[src/hw/rtl/smrm_pkg.sv]
// ----------------------------------------------------------------------------
// smrm_pkg
// Types and constants shared by the stem mixer, router and meter block.
// ----------------------------------------------------------------------------
package smrm_pkg;

    localparam int NUM_TRACKS      = 16;
    localparam int OUT_CHANNEL_MAX = 8;
    localparam int TRACK_W         = 4;
    localparam int QUEUE_DEPTH     = 4;

    localparam logic [16:0] FADER_MAX   = 17'd65536;
    localparam logic [15:0] UNITY_Q15   = 16'd32768;
    localparam logic [15:0] PAN_Q15     = 16'd23170;
    localparam logic [15:0] CLICK_Q15   = 16'd29491;
    localparam logic [15:0] TRIM_Q15    = 16'd30147;
    localparam logic [15:0] DECAY_AUD   = 16'd30802;
    localparam logic [15:0] DECAY_SIL   = 16'd30147;
    localparam logic [25:0] METER_CLAMP = 26'd12582912;

    localparam logic [0:0] REG_MASTER_GAIN  = 1'b0;
    localparam logic [0:0] REG_OUT_CHANNELS = 1'b1;

    typedef struct packed {
        logic [3:0]         track;
        logic signed [23:0] left_sample;
        logic signed [23:0] right_sample;
        logic [16:0]        fader_gain;
        logic               is_guide;
        logic               is_click;
        logic               muted;
        logic               soloed;
        logic               any_solo;
        logic [1:0]         out_pair;
        logic               frame_last;
        logic               block_last;
    } t_in_item;

    typedef struct packed {
        logic [3:0]         meter_track;
        logic [23:0]        meter_level;
        logic               meter_valid;
        logic               frame_valid;
        logic signed [23:0] out_ch0;
        logic signed [23:0] out_ch1;
        logic signed [23:0] out_ch2;
        logic signed [23:0] out_ch3;
        logic signed [23:0] out_ch4;
        logic signed [23:0] out_ch5;
        logic signed [23:0] out_ch6;
        logic signed [23:0] out_ch7;
    } t_out_item;

    // Classified request handed from the front to the back.
    typedef struct packed {
        logic [3:0]         track;
        logic               audible;
        logic               guide;
        logic signed [24:0] sa;      // left, or left+right for guide
        logic signed [23:0] sb;      // right
        logic [16:0]        gain;    // saturated fader gain
        logic [15:0]        coef;
        logic [1:0]         pair;
        logic               frame_last;
        logic               block_last;
    } t_req;

    function automatic logic signed [47:0] round_shr(input logic signed [63:0] v,
                                                     input int sh);
        logic [63:0] mag;
        logic [63:0] r;
        begin
            mag = v[63] ? (64'd0 - v) : v;
            r   = (mag + (64'd1 << (sh - 1))) >> sh;
            round_shr = v[63] ? 48'(64'd0 - r) : 48'(r);
        end
    endfunction

endpackage

[src/hw/rtl/smrm_front.sv]
// ----------------------------------------------------------------------------
// smrm_front
// Accepts track samples, classifies them and pushes requests into a queue.
// ----------------------------------------------------------------------------
module smrm_front
    import smrm_pkg::*;
(
    input  logic     i_clk,
    input  logic     i_rst_n,
    input  logic     i_valid,
    output logic     o_ready,
    input  t_in_item i_item,
    output logic     o_q_valid,
    input  logic     i_q_pop,
    output t_req     o_q_head
);

    t_req       r_q [QUEUE_DEPTH];
    logic [1:0] r_wp, r_rp;
    logic [2:0] r_cnt;
    t_req       w_req;
    logic       w_push;

    always_comb begin
        w_req            = '0;
        w_req.track      = i_item.track;
        w_req.audible    = !i_item.muted && (!i_item.any_solo || i_item.soloed);
        w_req.guide      = i_item.is_guide;
        w_req.gain       = (i_item.fader_gain > FADER_MAX) ? FADER_MAX : i_item.fader_gain;
        w_req.pair       = i_item.out_pair;
        w_req.frame_last = i_item.frame_last;
        w_req.block_last = i_item.block_last;
        if (i_item.is_guide) begin
            w_req.sa   = 25'(i_item.left_sample) + 25'(i_item.right_sample);
            w_req.sb   = '0;
            w_req.coef = i_item.is_click ? CLICK_Q15 : UNITY_Q15;
        end else begin
            w_req.sa   = 25'(i_item.left_sample);
            w_req.sb   = i_item.right_sample;
            w_req.coef = PAN_Q15;
        end
    end

    assign o_ready   = (r_cnt != 3'(QUEUE_DEPTH));
    assign w_push    = i_valid && o_ready;
    assign o_q_valid = (r_cnt != 3'd0);
    assign o_q_head  = r_q[r_rp];

    always_ff @(posedge i_clk) begin
        if (w_push) begin
            r_q[r_wp] <= w_req;
        end
        if (!i_rst_n) begin
            r_wp  <= '0;
            r_rp  <= '0;
            r_cnt <= '0;
        end else begin
            if (w_push) begin
                r_wp <= r_wp + 2'd1;
            end
            if (i_q_pop) begin
                r_rp <= r_rp + 2'd1;
            end
            r_cnt <= r_cnt + 3'(w_push) - 3'(i_q_pop);
        end
    end

`ifndef SYNTHESIS
    a_no_overflow: assert property (@(posedge i_clk) disable iff (!i_rst_n)
        r_cnt <= 3'(QUEUE_DEPTH)) else $error("queue count overflow");
    a_pop_nonempty: assert property (@(posedge i_clk) disable iff (!i_rst_n)
        i_q_pop |-> o_q_valid) else $error("pop from empty queue");
    a_cnt_step: assert property (@(posedge i_clk) disable iff (!i_rst_n)
        (w_push && !i_q_pop) |=> r_cnt == $past(r_cnt) + 3'd1) else $error("count");
`endif

endmodule

[config.mk]
export PLATFORM = sky130hd
export DESIGN_NAME = smrm_front
export DESIGN_NICKNAME = d
export VERILOG_FILES = /design/src/hw/rtl/smrm_pkg.sv /design/src/hw/rtl/smrm_front.sv
export SDC_FILE = /design/constraint.sdc
export NUM_CORES = 1
export LEC_CHECK = 0
export ABC_AREA = 1
export BUFFER_PORTS_ARGS = -buffer_cell sky130_fd_sc_hd__buf_2
export CORE_MARGIN = 10
export CORE_UTILIZATION = 58
export DETAILED_ROUTE_END_ITERATION = 16
export GPL_TIMING_DRIVEN = 0
export MAX_ROUTING_LAYER = met4
export PLACE_DENSITY = 0.79
export SYNTH_ARGS = -nofsm -noshare
export SYNTH_HDL_FRONTEND = slang
export SYNTH_SLANG_ARGS = --single-unit
[constraint.sdc]
create_clock -name i_clk -period 4.97 [get_ports i_clk]
set_input_delay 0.497 -clock i_clk [delete_from_list [all_inputs] [get_ports i_clk]]
set_output_delay 0.497 -clock i_clk [all_outputs]
set_load 0.1 [all_outputs]
Word-level counts from Yosys, hierarchy flattened --
Memories as Yosys holds them, arrays and structs flattened. A register that Yosys moved wholly into a read port is not among the register bits. Cells that the tools add are included. Widths: inputs -> output; s select.
Storage, ports and cells: logic and storage cells 25, input bits 82, register bits 7, RAM bits 368, memories kept 1, output and inout bits 94
Operators by class: reductions and logical operators 6, eq/ne operators 1, multiplexer cells 8, magnitude comparators 1, add/sub/neg operators 5
Memory list:
- r_q | words 4, bits a word 92, rd ports 1, clocked after memory_dff 1, wr ports 1, line smrm_front.sv:18 | t_req r_q [QUEUE_DEPTH];
Operators with widths (count):
- $mux 49 | 1
- $mux 16 | 2
- $add 24x24->25 | 1
- $gt 17x17->1 const B | 1
- $mux 17 | 1
- $add 2x1->2 const B | 2
- $mux 2 | 2
- $add 3x1->3 | 1
- $ne 3x3->1 const B | 1
- $reduce_bool 3->1 | 1
- $sub 3x1->3 | 1
- $logic_and 1x1->1 | 2
- $logic_not 1->1 | 2
- $mux 1 | 2
- $logic_or 1x1->1 | 1

Depth between registers and ports, before layout --
depth after elaboration 4, gate-level depth with buffers 12, mapped depth without buffers 12

Worst setup path before layout --
OpenSTA, ideal clock, no wires.
path kind reg2reg, start point register r_cnt[1], end point memory r_q[0][0] (netlist name) (enable), library setup time 0.519 ns, cell stages (with the launch flop) 5, arrival 4.931 ns, setup slack -0.480 ns, buffers on the path 0, required time 4.451 ns, period minus slack after synthesis 5.450 ns, cell sequence dfxtp_1 inv_1 nand3_1 nand2_1 nor2_1
Between the ends: longest elaborated chain between the ends 4
RTL lines:
- start, declared | line smrm_front.sv:20 | logic [2:0] r_cnt;
- start signal, assigned | line smrm_front.sv:64 | r_cnt <= r_cnt + 3'(w_push) - 3'(i_q_pop);
- $ne 3x3->1 | line smrm_front.sv:44 | assign o_ready = (r_cnt != 3'(QUEUE_DEPTH));
- named net o_ready | line smrm_front.sv:11 | output logic o_ready,
- $logic_and 1x1->1 | line smrm_front.sv:45 | assign w_push = i_valid && o_ready;
- $mux 1 | line smrm_front.sv:50 | if (w_push) begin
- $mux 1 (implied by the code) | line smrm_front.sv:51 | r_q[r_wp] <= w_req;
- end, declared | line smrm_front.sv:18
The timed path passes the listed nets, and every way through them passes these cells.

==> results.txt <==
In the post-synthesis netlist, the cell with the most instances is sky130_fd_sc_hd__edfxtp_1. For this run the aggregate overflow at the end of global routing stands at 0. Max-cap violations in this run came to 0.

Residual DRC count: 0. In this run the count of I/O pins placed on the die edge is 176. STA classifies the critical path startpoint as a register.

In the synthesized netlist the dominant register cell turns out to be sky130_fd_sc_hd__edfxtp_1. For this configuration, the core starts out at a cell density of 58.83%. For the number of hold-slack violations in the final timing report, the log shows 0. No sink is reached through more buffers than the 3 on the longest clock path.

Area fraction of the dominant cell type after synthesis: 65.05%. After synthesis, the cell types taking the most area are sky130_fd_sc_hd__edfxtp_1 65%, sky130_fd_sc_hd__nor2_1 6.0%, sky130_fd_sc_hd__o21ai_0 5.8%. TritonCTS built the clock tree.

In this run the clock root is driven by a sky130_fd_sc_hd__clkbuf_16. The tools report the power after layout as 8268 uW. The number of nets with antenna violations after routing was 0; the cell area after technology mapping was 14,770 sq um. Setup repair after global routing left no endpoint under its margin. The area share of fa/ha/maj cells after synthesis works out to 2.812%. The leading area contributor after synthesis was sky130_fd_sc_hd__edfxtp_1. The total clock buffers created by CTS was 34. For the pin with the worst max-slew slack, the measured transition is 941.2 ps. Counting flops with an async set or reset pin after synthesis yields a share of 0%. The number of pins exceeding their max-slew limit in the final report came out at 0.

The number of buffers and inverters on the critical path is 5, and the total of buffers placed on input and output ports is 171. Dividing total power by cell area gives a power density of 476.6 nW/um^2. The peak supply drop was 0.3979 mV; the endpoint required time on the critical path was 4470 ps. Routability-driven placement finished with a final weighted congestion of 0.9283. The later pin in the worst-skew pair is clocked with a latency of 520 ps.

The pre-antenna-repair detailed-routing pass consisted of 5 iterations. For the maximum number of pins on one net before global-route repair, the log shows 30. The tools report the type of destination of the critical path as a primary output.

Data on the critical path arrives at its endpoint at 3040 ps. The number of nets at the end of the flow was 1,714; the number of setup buffers added after CTS was 0. The number of antenna violations at the first check in global routing is 1. The leakage power of the design came out at 0.006976 uW. The floorplan has 58 rows. The signal on the critical path passes through buf_2 > inv_1 > clkbuf_1 > o21ai_0 > o22ai_1 > buf_4 > buf_2. For the via count of the first global-routing pass, the log shows 10,840. The overall die area was 32,250 sq um. The delay of the slowest cell on the worst path is 500 ps.

Summing the areas of all and, or, nand and nor instances in the mapped netlist gives 14.31% of the synthesized area. Setup violations remaining at the end of the flow were counted as 0. The number of warnings issued by yosys was 0; the die width was 179.6 um.

The multiplexer fraction of the synthesized cell area is 0%, and the H-tree level count is 2. Gates resized during post-CTS repair numbered 0. Once detailed placement completed, the half-perimeter wirelength came to 25,720 um. For this block, the via count after detailed routing is 10,950. The critical path is of the register to primary output type.

The most numerous cell type found on the critical path is sky130_fd_sc_hd__buf_2. The run gives 25,110 sq um as the area inside the core boundary. Total wire length after detailed routing: 37,660 um. The part of the cycle the worst path needs works out to 71.25%.

In this run the vertical extent of the chip is 179.6 um. The logs give 971 for the first-iteration detailed-routing DRC count and 0.2824 GHz for the upper clock frequency limit. Measured against its own limit, the worst slew margin works out to 37.11%.

For the final routed database, the setup TNS stands at 0 ps. A synthesized cell averages 10.71 sq um. Hold repair after CTS inserted 0 buffers.

For this design, the slowest cell found on the critical path is sky130_fd_sc_hd__inv_1. The largest delay contributor family on the critical path is buffers and inverters. The synthesized netlist devotes 0.4150% of its cell area to XOR and XNOR gates.

The via density per instance was 5.604. The run finished with clean final reports. For this run, the total global-route usage over all layers was measured as 22.99%. In this run, distinct cell masters in the synthesized netlist total 36. After clock tree synthesis, the clock-pin slew on the worst setup and hold paths is 60 ps. The compound-cell area share of the yosys netlist came out at 9.944%. The count of mapped cells out of synthesis is 1,379. Synthesis inferred 329 register bits. The minimum clock period after layout was 3541 ps.

Summing the sequential cell areas from Yosys gives 66.27% of the chip area. After detailed routing, the average wire length per cell comes to 19.27 um. The path class of the tightest hold or removal check is primary input to register. The first-pass GRT wire length is 57,830 um, and the number of flops mapped to enable cells by yosys is 320. Dominant combinational cell family by area after synthesis: simple AND/OR/NAND/NOR gates. After filler insertion, the fill cell instance count of the layout stands at 1,827. Across the routed clock network, the largest skew measured is 20.15 ps. The commonest cells after synthesis are 320 x sky130_fd_sc_hd__edfxtp_1, 238 x sky130_fd_sc_hd__nor2_1, 214 x sky130_fd_sc_hd__nand2_1. The tree built by TritonCTS fans out to 329 sinks. From synthesis to final layout, the design area changed by 17.44%. Along the worst path, the maximum fanout reaches 10. Of the cells placed in the final design, the portion with a size suffix greater than 1 is 17.07%.
## cell type report
type	instances	area, sq um	area share [%]
diodes	1	2.502	0.01442
plain buffers	74	384.1	2.214
clock buffers	40	894.6	5.157
clock inverters	19	141.4	0.8150
inverters	142	535.5	3.087
multi-input cells	837	4104	23.66
flip-flops and latches	329	9789	56.43
well taps	330	412.9	2.380
repair buffers	182	1084	6.246
## through the flow
stage / hold slack, ps / util [%] / cells / worst slack [ps] / area (sq um)
2_1_floorplan: 411.5 / - / 1382 / -480.4 / 14780
3_3_place_gp: 430.6 / 63.93 / 1883 / -2248 / 16050
3_5_place_dp: 429.7 / 64.95 / 1894 / 1955 / 16310
4_1_cts: 185.1 / 69.08 / 1953 / 1408 / 17350
5_1_grt: 191.7 / 69.09 / 1954 / 1222 / 17350
6_report: 205.3 / 69.09 / 1954 / 1429 / 17350
## where the power goes
part           total [uW]  switching, uW  internal [uW]
clock                2390           1000           1390
sequential           3480           71.2           3410
combinational        2400           1960            434
## final timing paths
| check | start | to | slack, ps | cells past startpoint |
|---|---|---|---|---|
| worst min register to register | r_rp[1] | r_rp[1] | 440 | 1 |
| worst max register to register | r_cnt[1] | r_q[1][58] | 2630 | 5 |
| worst max-delay path | register | o_q_head[12] | 1430 | 7 |
| worst min-delay path | i_item[76] | r_q[1][90] | 210 | 1 |
## layer usage
metal | routed length, um | global-route usage [%] | vias to the layer above
li1 | - | - | 5189
met1 | 15060 | 28.86 | 5181
met2 | 18350 | 37.51 | 507
met3 | 3173 | 3.655 | 74
met4 | 1064 | 7.840 | 0
met5 | 0 | - | -
## flip-flops by register name (all words and copies together) (netlist names), named ones only
| signal | flops |
|---|---|
| r_cnt | 3 |
| r_wp | 2 |
| r_rp | 2 |
| r_q | 320 |
## cell families (layout without fill, tap and decap cells)
group / count (synthesis) / after routing
other cells: 1 / 5
simple gates: 523 / 523
buf+inv: 216 / 457
fa+ha+maj: 32 / 32
xor+xnor: 7 / 7
flops: 329 / 329
compound gates: 271 / 271
## placed cells by master (no fill, tap or decap), drive strengths merged, types with 5 or more instances in the layout
master / n
o21ai: 172
o22ai: 80
dfxtp: 9
nand3: 38
clkinv: 14
xnor2: 5
nand3b: 6
inv: 143
clkbuf: 82
ha: 30
nand2: 221
buf: 214
nor2: 242
nand4: 8
a21oi: 17
edfxtp: 320
No activity file was read; power rests on OpenSTA's default activity.
